==> config.mk <==
export PLATFORM = sky130hd
export DESIGN_NAME = refcounted_named_buffer_table_core
export DESIGN_NICKNAME = d
export VERILOG_FILES = /design/src/rtl/core/rnbt_pkg.sv /design/src/rtl/core/rnbt_datapath.sv /design/src/rtl/core/rnbt_ctrl.sv /design/src/rtl/core/refcounted_named_buffer_table_core.sv
export SDC_FILE = /design/constraint.sdc
export NUM_CORES = 2
export LEC_CHECK = 0
export BUFFER_PORTS_ARGS = -buffer_cell sky130_fd_sc_hd__buf_4
export CAP_MARGIN = 20
export CORE_MARGIN = 2
export CORE_UTILIZATION = 50
export CTS_CLUSTER_SIZE = 20
export DETAILED_ROUTE_END_ITERATION = 8
export GPL_TIMING_DRIVEN = 0
export PLACE_DENSITY = 0.68
export REMOVE_ABC_BUFFERS = 1
export SLEW_MARGIN = 0
export SYNTH_ARGS = -nofsm -noshare
export SYNTH_HDL_FRONTEND = slang
export SYNTH_SLANG_ARGS = --single-unit
==> constraint.sdc <==
create_clock -name clk -period 9.7 [get_ports clk]
set_input_delay 0.485 -clock clk [delete_from_list [all_inputs] [get_ports clk]]
set_output_delay 0.485 -clock clk [all_outputs]
set_load 0.01 [all_outputs]
==> src/rtl/core/rnbt_pkg.sv <==
package rnbt_pkg;

	localparam int NUM_SLOTS  = 16;
	localparam int KEY_BITS   = 64;
	localparam int COUNT_BITS = 16;

	localparam int SLOT_BITS  = $clog2(NUM_SLOTS);
	localparam int OCC_BITS   = $clog2(NUM_SLOTS + 1);

	localparam int IN_KEY_BITS     = 64;
	localparam int OUT_STATUS_BITS = 3;
	localparam int OUT_HANDLE_BITS = 4;
	localparam int OUT_COUNT_BITS  = 16;

	localparam logic [COUNT_BITS-1:0] COUNT_MAX = {COUNT_BITS{1'b1}};

	typedef enum logic [OUT_STATUS_BITS-1:0] {
		ST_FOUND      = 3'd0,
		ST_CREATED    = 3'd1,
		ST_FULL       = 3'd2,
		ST_STILL_USED = 3'd3,
		ST_FREED      = 3'd4,
		ST_FAIL       = 3'd5
	} rnbt_status_t;

	typedef enum logic {
		ACT_ACQUIRE = 1'b0,
		ACT_RELEASE = 1'b1
	} rnbt_action_t;

	typedef struct packed {
		logic load;
		logic inc_idx;
		logic update;
		logic move;
	} rnbt_cmd_t;

	typedef struct packed {
		logic at_end;
		logic match;
		logic need_move;
	} rnbt_stat_t;

endpackage

==> src/rtl/core/rnbt_datapath.sv <==
module rnbt_datapath import rnbt_pkg::*; (
	input  logic                       clk,
	input  logic                       arst_n,
	input  rnbt_cmd_t                  cmd,
	input  logic                       action,
	input  logic [IN_KEY_BITS-1:0]     name_key,
	output rnbt_stat_t                 stat,
	output logic [OUT_STATUS_BITS-1:0] status,
	output logic [OUT_HANDLE_BITS-1:0] buffer_handle,
	output logic [OUT_COUNT_BITS-1:0]  user_count
);

	logic                  action_q;
	logic [KEY_BITS-1:0]   key_q;
	logic [OCC_BITS-1:0]   idx_q;
	logic [OCC_BITS-1:0]   occ_q;
	logic [NUM_SLOTS-1:0]  free_q;

	logic [KEY_BITS-1:0]   slot_key_q    [NUM_SLOTS];
	logic [COUNT_BITS-1:0] slot_count_q  [NUM_SLOTS];
	logic [SLOT_BITS-1:0]  slot_handle_q [NUM_SLOTS];

	rnbt_status_t          res_status_q;
	logic [SLOT_BITS-1:0]  res_handle_q;
	logic [COUNT_BITS-1:0] res_count_q;

	logic [SLOT_BITS-1:0]  rd_addr;
	logic [KEY_BITS-1:0]   rd_key;
	logic [COUNT_BITS-1:0] rd_count;
	logic [SLOT_BITS-1:0]  rd_handle;
	logic                  hit;
	logic [SLOT_BITS-1:0]  new_handle;

	logic                  wr_en;
	logic [SLOT_BITS-1:0]  wr_addr;
	logic [KEY_BITS-1:0]   wr_key;
	logic [COUNT_BITS-1:0] wr_count;
	logic [SLOT_BITS-1:0]  wr_handle;
	logic                  alloc;
	logic                  drop;
	rnbt_status_t          res_status;
	logic [SLOT_BITS-1:0]  res_handle;
	logic [COUNT_BITS-1:0] res_count;

	assign rd_addr   = cmd.move ? occ_q[SLOT_BITS-1:0] : idx_q[SLOT_BITS-1:0];
	assign rd_key    = slot_key_q[rd_addr];
	assign rd_count  = slot_count_q[rd_addr];
	assign rd_handle = slot_handle_q[rd_addr];
	assign hit       = idx_q < occ_q;

	assign stat.at_end    = !hit;
	assign stat.match     = rd_key == key_q;
	assign stat.need_move = (action_q == ACT_RELEASE) && hit &&
		(rd_count <= COUNT_BITS'(1));

	// lowest free handle
	always_comb begin
		new_handle = '0;
		for (int i = NUM_SLOTS - 1; i >= 0; i--) begin
			if (free_q[i]) begin
				new_handle = SLOT_BITS'(i);
			end
		end
	end

	always_comb begin
		wr_en      = 1'b0;
		wr_addr    = idx_q[SLOT_BITS-1:0];
		wr_key     = rd_key;
		wr_count   = rd_count;
		wr_handle  = rd_handle;
		alloc      = 1'b0;
		drop       = 1'b0;
		res_status = ST_FAIL;
		res_handle = '0;
		res_count  = '0;
		if (action_q == ACT_ACQUIRE) begin
			if (hit) begin
				if (rd_count == COUNT_MAX) begin
					res_count = rd_count;
				end else begin
					wr_en      = 1'b1;
					wr_count   = rd_count + COUNT_BITS'(1);
					res_status = ST_FOUND;
					res_handle = rd_handle;
					res_count  = rd_count + COUNT_BITS'(1);
				end
			end else if (occ_q == OCC_BITS'(NUM_SLOTS)) begin
				res_status = ST_FULL;
			end else begin
				wr_en      = 1'b1;
				wr_addr    = occ_q[SLOT_BITS-1:0];
				wr_key     = key_q;
				wr_count   = COUNT_BITS'(1);
				wr_handle  = new_handle;
				alloc      = 1'b1;
				res_status = ST_CREATED;
				res_handle = new_handle;
				res_count  = COUNT_BITS'(1);
			end
		end else if (hit) begin
			if (rd_count > COUNT_BITS'(1)) begin
				wr_en      = 1'b1;
				wr_count   = rd_count - COUNT_BITS'(1);
				res_status = ST_STILL_USED;
				res_handle = rd_handle;
				res_count  = rd_count - COUNT_BITS'(1);
			end else begin
				drop       = 1'b1;
				res_status = ST_FREED;
				res_handle = rd_handle;
			end
		end
	end

	always_ff @(posedge clk or negedge arst_n) begin
		if (!arst_n) begin
			idx_q  <= '0;
			occ_q  <= '0;
			free_q <= '1;
		end else begin
			if (cmd.load) begin
				idx_q <= '0;
			end else if (cmd.inc_idx) begin
				idx_q <= idx_q + OCC_BITS'(1);
			end
			if (cmd.update && alloc) begin
				occ_q            <= occ_q + OCC_BITS'(1);
				free_q[new_handle] <= 1'b0;
			end
			if (cmd.update && drop) begin
				occ_q             <= occ_q - OCC_BITS'(1);
				free_q[rd_handle] <= 1'b1;
			end
		end
	end

	always_ff @(posedge clk) begin
		if (cmd.load) begin
			action_q <= action;
			key_q    <= name_key[KEY_BITS-1:0];
		end
		if (cmd.update) begin
			res_status_q <= res_status;
			res_handle_q <= res_handle;
			res_count_q  <= res_count;
			if (wr_en) begin
				slot_key_q[wr_addr]    <= wr_key;
				slot_count_q[wr_addr]  <= wr_count;
				slot_handle_q[wr_addr] <= wr_handle;
			end
		end
		// last slot fills the hole
		if (cmd.move) begin
			slot_key_q[idx_q[SLOT_BITS-1:0]]    <= rd_key;
			slot_count_q[idx_q[SLOT_BITS-1:0]]  <= rd_count;
			slot_handle_q[idx_q[SLOT_BITS-1:0]] <= rd_handle;
		end
	end

	assign status        = res_status_q;
	assign buffer_handle = OUT_HANDLE_BITS'(res_handle_q);
	assign user_count    = OUT_COUNT_BITS'(res_count_q);

	a_occ_range: assert property (@(posedge clk) disable iff (!arst_n)
		occ_q <= OCC_BITS'(NUM_SLOTS))
		else $error("occupancy beyond table size");

	a_handle_balance: assert property (@(posedge clk) disable iff (!arst_n)
		($countones(free_q) + int'(occ_q)) == NUM_SLOTS)
		else $error("free handles and occupied slots out of balance");

	a_move_after_free: assert property (@(posedge clk) disable iff (!arst_n)
		cmd.move |-> $past(cmd.update) && $past(drop))
		else $error("slot move without a freed entry");

endmodule

==> src/rtl/core/rnbt_ctrl.sv <==
module rnbt_ctrl import rnbt_pkg::*; (
	input  logic       clk,
	input  logic       arst_n,
	input  logic       start,
	input  rnbt_stat_t stat,
	output rnbt_cmd_t  cmd,
	output logic       busy,
	output logic       done
);

	typedef enum logic [1:0] {
		S_IDLE,
		S_SCAN,
		S_UPDATE,
		S_MOVE
	} state_t;

	state_t state_q;
	logic   busy_q;
	logic   done_q;

	assign cmd.load    = (state_q == S_IDLE) && start;
	assign cmd.inc_idx = (state_q == S_SCAN) && !stat.at_end && !stat.match;
	assign cmd.update  = state_q == S_UPDATE;
	assign cmd.move    = state_q == S_MOVE;

	always_ff @(posedge clk or negedge arst_n) begin
		if (!arst_n) begin
			state_q <= S_IDLE;
			busy_q  <= 1'b0;
			done_q  <= 1'b0;
		end else begin
			done_q <= 1'b0;
			case (state_q)
				S_IDLE: begin
					if (start) begin
						state_q <= S_SCAN;
						busy_q  <= 1'b1;
					end
				end
				S_SCAN: begin
					if (stat.at_end || stat.match) begin
						state_q <= S_UPDATE;
					end
				end
				S_UPDATE: begin
					if (stat.need_move) begin
						state_q <= S_MOVE;
					end else begin
						state_q <= S_IDLE;
						busy_q  <= 1'b0;
						done_q  <= 1'b1;
					end
				end
				S_MOVE: begin
					state_q <= S_IDLE;
					busy_q  <= 1'b0;
					done_q  <= 1'b1;
				end
				default: begin
					state_q <= S_IDLE;
					busy_q  <= 1'b0;
				end
			endcase
		end
	end

	assign busy = busy_q;
	assign done = done_q;

	a_busy_state: assert property (@(posedge clk) disable iff (!arst_n)
		busy_q == (state_q != S_IDLE))
		else $error("busy disagrees with state");

	a_accept_busy: assert property (@(posedge clk) disable iff (!arst_n)
		(start && !busy_q) |=> busy_q && !done_q)
		else $error("accepted beat did not raise busy");

	a_done_end: assert property (@(posedge clk) disable iff (!arst_n)
		done_q |-> $past(state_q == S_UPDATE) || $past(state_q == S_MOVE))
		else $error("result strobe outside update");

endmodule

==> src/rtl/core/refcounted_named_buffer_table_core.sv <==
// Reference-counted table of named buffers.
// Request channel: drive action and name_key with start high; the beat is
// taken at a rising edge where start is high and busy is low. busy stays
// high until the result has been produced.
// Result channel: done is high for exactly one cycle with status,
// buffer_handle and user_count valid; the receiver cannot stall it, and the
// values hold until the next result.
// Sequence: from accept, the controller scans the occupied slots in order
// (S_SCAN) until a key match or the end of the occupied range, then writes
// the result in S_UPDATE; a release that frees an entry adds S_MOVE, where
// the last slot is copied into the hole. The scan reads one slot per cycle
// through a single read mux.
// A new request may be started in the cycle done is high.
// Reset (arst_n low) empties the table and frees every handle; slot
// contents are not cleared, as only occupied slots are ever read.
module refcounted_named_buffer_table_core import rnbt_pkg::*; (
	input  logic                       clk,
	input  logic                       arst_n,
	input  logic                       start,
	output logic                       busy,
	input  logic                       action,
	input  logic [IN_KEY_BITS-1:0]     name_key,
	output logic                       done,
	output logic [OUT_STATUS_BITS-1:0] status,
	output logic [OUT_HANDLE_BITS-1:0] buffer_handle,
	output logic [OUT_COUNT_BITS-1:0]  user_count
);

	rnbt_cmd_t  cmd;
	rnbt_stat_t stat;

	rnbt_ctrl u_ctrl (
		.clk    (clk),
		.arst_n (arst_n),
		.start  (start),
		.stat   (stat),
		.cmd    (cmd),
		.busy   (busy),
		.done   (done)
	);

	rnbt_datapath u_datapath (
		.clk           (clk),
		.arst_n        (arst_n),
		.cmd           (cmd),
		.action        (action),
		.name_key      (name_key),
		.stat          (stat),
		.status        (status),
		.buffer_handle (buffer_handle),
		.user_count    (user_count)
	);

endmodule
==> flow_summary.json <==
{
  "final_nets": 4139,
  "row_count": 126,
  "die_y_um": 349,
  "whs_ns": 0.215,
  "vias_per_cell": 6.24,
  "timing.setup.tns_ns": 0,
  "routed_wirelength_mm": 154,
  "p_total_mw": 24.4,
  "worst-path-buf-inv": 11,
  "yosysWarningCount": 0,
  "routedWlPerCell_um": 26.9,
  "vdd_drop_max_v": 0.000224,
  "overflow": 0,
  "status": "complete, no violations",
  "cts_tree": "built",
  "multiInputGateArea_um2": 14900,
  "critical_path_class": "reg -> reg",
  "gr-usage-met1": 0.343,
  "p_int_mw": 15.9,
  "start_kind": "flop",
  "grt.total_usage": 0.251,
  "dr.pass1.iters": 6,
  "start_util": 0.504,
  "antenna_found_initial": 1,
  "first_global_vias": 34488,
  "cp_slowest_cell": "a21oi_1",
  "synth_area_um2": 59600,
  "dr_total_vias": 35625,
  "reg2regPathDepth": 22,
  "root_buffer": "clkbuf_16",
  "grt_busiest_layer": "met2",
  "grt_max_degree": 98,
  "portBuffers": 92,
  "power_frac_comb": 0.364,
  "critPathMaxFanout": 26,
  "switching_share": 0.347,
  "gp_congestion": 0.804,
  "worstPathRequired_ns": 10.20,
  "nFillCells": 8547,
  "synth_flop_cell": "edfxtp_1",
  "drt_iter0_drc": 4094,
  "synthCells": 3701,
  "syn2layout_area_growth_pct": 18.0,
  "chipWidth_um": 349,
  "ys_seq_elements": 1462,
  "post_cts_buffers": 0,
  "p_per_area_nw_per_um2": 347,
  "cap_violations": 0,
  "pwr-share-clk": 0.222,
  "setup_viol": 0,
  "core_um2": 118000,
  "crit_cells": 22,
  "worstPathCellList": "ha_2 > buf_12 > mux2i_4 > buf_16 > buf_16 > buf_16 > buf_12 > buf_16 > mux4_2 > a22oi_1 > nand2_1 > nor4_4 > nand2_1 > o21ai_2 > o21ai_0 > a21oi_1 > nor3_2 > buf_6 > buf_8 > buf_6 > buf_6 > buf_6",
  "synth-edff-count": 1432,
  "hold_violations": 0,
  "worstReg2RegEnd": "u_datapath.slot_key_q[10][61]",
  "r2r_slack_ns": 1.41,
  "dieArea_um2": 122000,
  "critical_path.max_stage_delay_ns": 0.87,
  "cts.sinks": 1462,
  "layout_common_cells": "edfxtp_1, nand2_1, nand3_1, mux4_2",
  "cts_max_level": 4,
  "p_leak_nw": 23.6,
  "p_switching_mw": 8.47,
  "drcViolationCount": 0,
  "slew_viol_final": 0,
  "async_flop_share": 0.0205,
  "synth_area_per_cell_um2": 16.1,
  "period_needed_ns": 8.29,
  "rsz0062_at_grt": "no",
  "pin_count": 93,
  "timing.rr.start": "u_ctrl.state_q[1]",
  "fin_worst_skew_ns": 0.0266,
  "grt_pass1_wl_mm": 226,
  "fmax_mhz": 121,
  "drive_gt1_frac": 0.191,
  "ys_seq_area_frac": 0.734,
  "cp.arrival_ns": 8.79,
  "critPathCaptureType": "flop",
  "power_frac_seq": 0.413,
  "cts.clk_slew.worst_paths_ns": 0.06,
  "use_met3": 0.0372,
  "post-route-period-util": 0.855,
  "path_delay_family": "compound AO/OA/AOI/OAI gates",
  "max_slew_margin": 0.267,
  "layout_commonest_cell": "edfxtp_1",
  "seq_area_um2": 43800,
  "hp-class": "in -> async",
  "cts_inserted_buffers": 148,
  "met2_usage": 0.413,
  "worst_pin_slew_ns": 1.09,
  "ant_nets": 0,
  "yosysUniqueCellTypes": 88,
  "clock_latency_ns": 0.76,
  "dp_hpwl_mm": 94.9,
  "cts_max_path_buffers": 3
}
final cells by class:
type	count	share of cell area
Antenna cell	3	0.000107
Clock buffer	184	0.0563
Clock inverter	84	0.00877
Inverter	28	0.00153
Multi-Input combinational cell	2012	0.212
Sequential cell	1462	0.622
Tap cell	1536	0.0273
Timing Repair Buffer	404	0.0723
how the worst max path moves through the flow:
stage                      startpoint                        endpoint  slack [ns]
finish              u_ctrl.state_q[1]   u_datapath.slot_key_q[10][61]        1.41
global route        u_ctrl.state_q[1]    u_datapath.slot_key_q[10][6]        1.02
CTS                 u_ctrl.state_q[1]    u_datapath.slot_key_q[10][6]        1.49
detailed placement  u_ctrl.state_q[1]   u_datapath.slot_key_q[10][51]        1.55
global placement    u_ctrl.state_q[1]     u_datapath.slot_key_q[9][1]      -23.45
floorplan           u_ctrl.state_q[1]  u_datapath.slot_count_q[10][0]       -8.38
routing by layer:
| metal | routed length, um | share of wire | vias to the layer above |
|---|---|---|---|
| met5 | 0 | 0 | - |
| met4 | 5130 | 0.033 | 0 |
| met3 | 12400 | 0.080 | 338 |
| met2 | 75400 | 0.49 | 1732 |
| met1 | 61100 | 0.40 | 18263 |
| li1 | - | - | 15292 |
synthesized netlist by cell type, drive strengths merged, types with 54 or more instances:
library cell	count	share of area
a22oi	54	0.0068
o21ai	92	0.0078
a21oi	63	0.0053
nor2	145	0.0092
clkbuf	65	0.0041
nand2	592	0.037
edfxtp	1432	0.72
a32oi	69	0.010
nand3	179	0.015
mux4	161	0.061
buf	134	0.015
mux2i	156	0.027
per-stage QoR:
stage          setup WS [ns]  utilization  instances  area, um^2
4_1_cts                 1.49        0.594       5687       70200
6_report                1.41        0.595       5713       70400
3_3_place_gp          -23.45        0.517       5130       61100
5_1_grt                 1.02        0.595       5710       70400
2_1_floorplan          -8.38            -       3502       58500
3_5_place_dp            1.55        0.549       5353       65000
cell families (layout without fill, tap and decap cells):
logic type	count (synthesis)	count (layout)	synth area share
other	0	3	0
xor gates and xnor gates	76	76	0.0112
muxes	327	327	0.0893
DFF	1462	1462	0.734
buffers and inverters	227	700	0.0209
and+or+nand+nor	1096	1096	0.0819
AOI/OAI and AO/OA	498	498	0.0596
adders and majority gates	15	15	0.00315
worst register-to-register path: cells and delay by family, from the launching register on:
family	cells	cell delay, ns
adder cells (fa/ha/maj)	1	0.51
multiplexers	2	1.22
AND/OR/NAND/NOR	4	1.25
buffers and inverters	11	2.24
flip-flops	1	0.45
AO/OA/AOI/OAI	4	2.39
power groups by stage:
stage                     clock [mW]  combinational [mW]  sequential, mW
after detailed placement           0                8.62            10.2
after global routing            5.75                9.59            10.1
final                           5.43                8.89            10.1
after floorplan                    0                5.75            10.2
after global placement             0                8.65            10.5
after CTS                       5.49                8.69            10.1
registers in the layout, indices dropped and copies added, names as in the netlist:
| register | flops |
|---|---|
| u_datapath.slot_key_q | 1024 |
| u_datapath.slot_count_q | 256 |
| u_datapath.key_q | 64 |
| u_datapath.slot_handle_q | 64 |
| u_datapath.free_q | 16 |
| u_datapath.user_count | 16 |
| u_datapath.idx_q | 5 |
| u_datapath.occ_q | 5 |
| u_datapath.buffer_handle | 4 |
| u_datapath.status | 3 |
| u_ctrl.state_q | 2 |
| u_ctrl.busy | 1 |
| u_ctrl.done | 1 |
| u_datapath.action_q | 1 |
repair_timing:
action	in CTS	in global routing
setup endpoints to repair	0	0
gates resized for setup	0	0
hold buffers	66	0
hold endpoints to repair	95	0
Power figures use the tool's default switching activity.
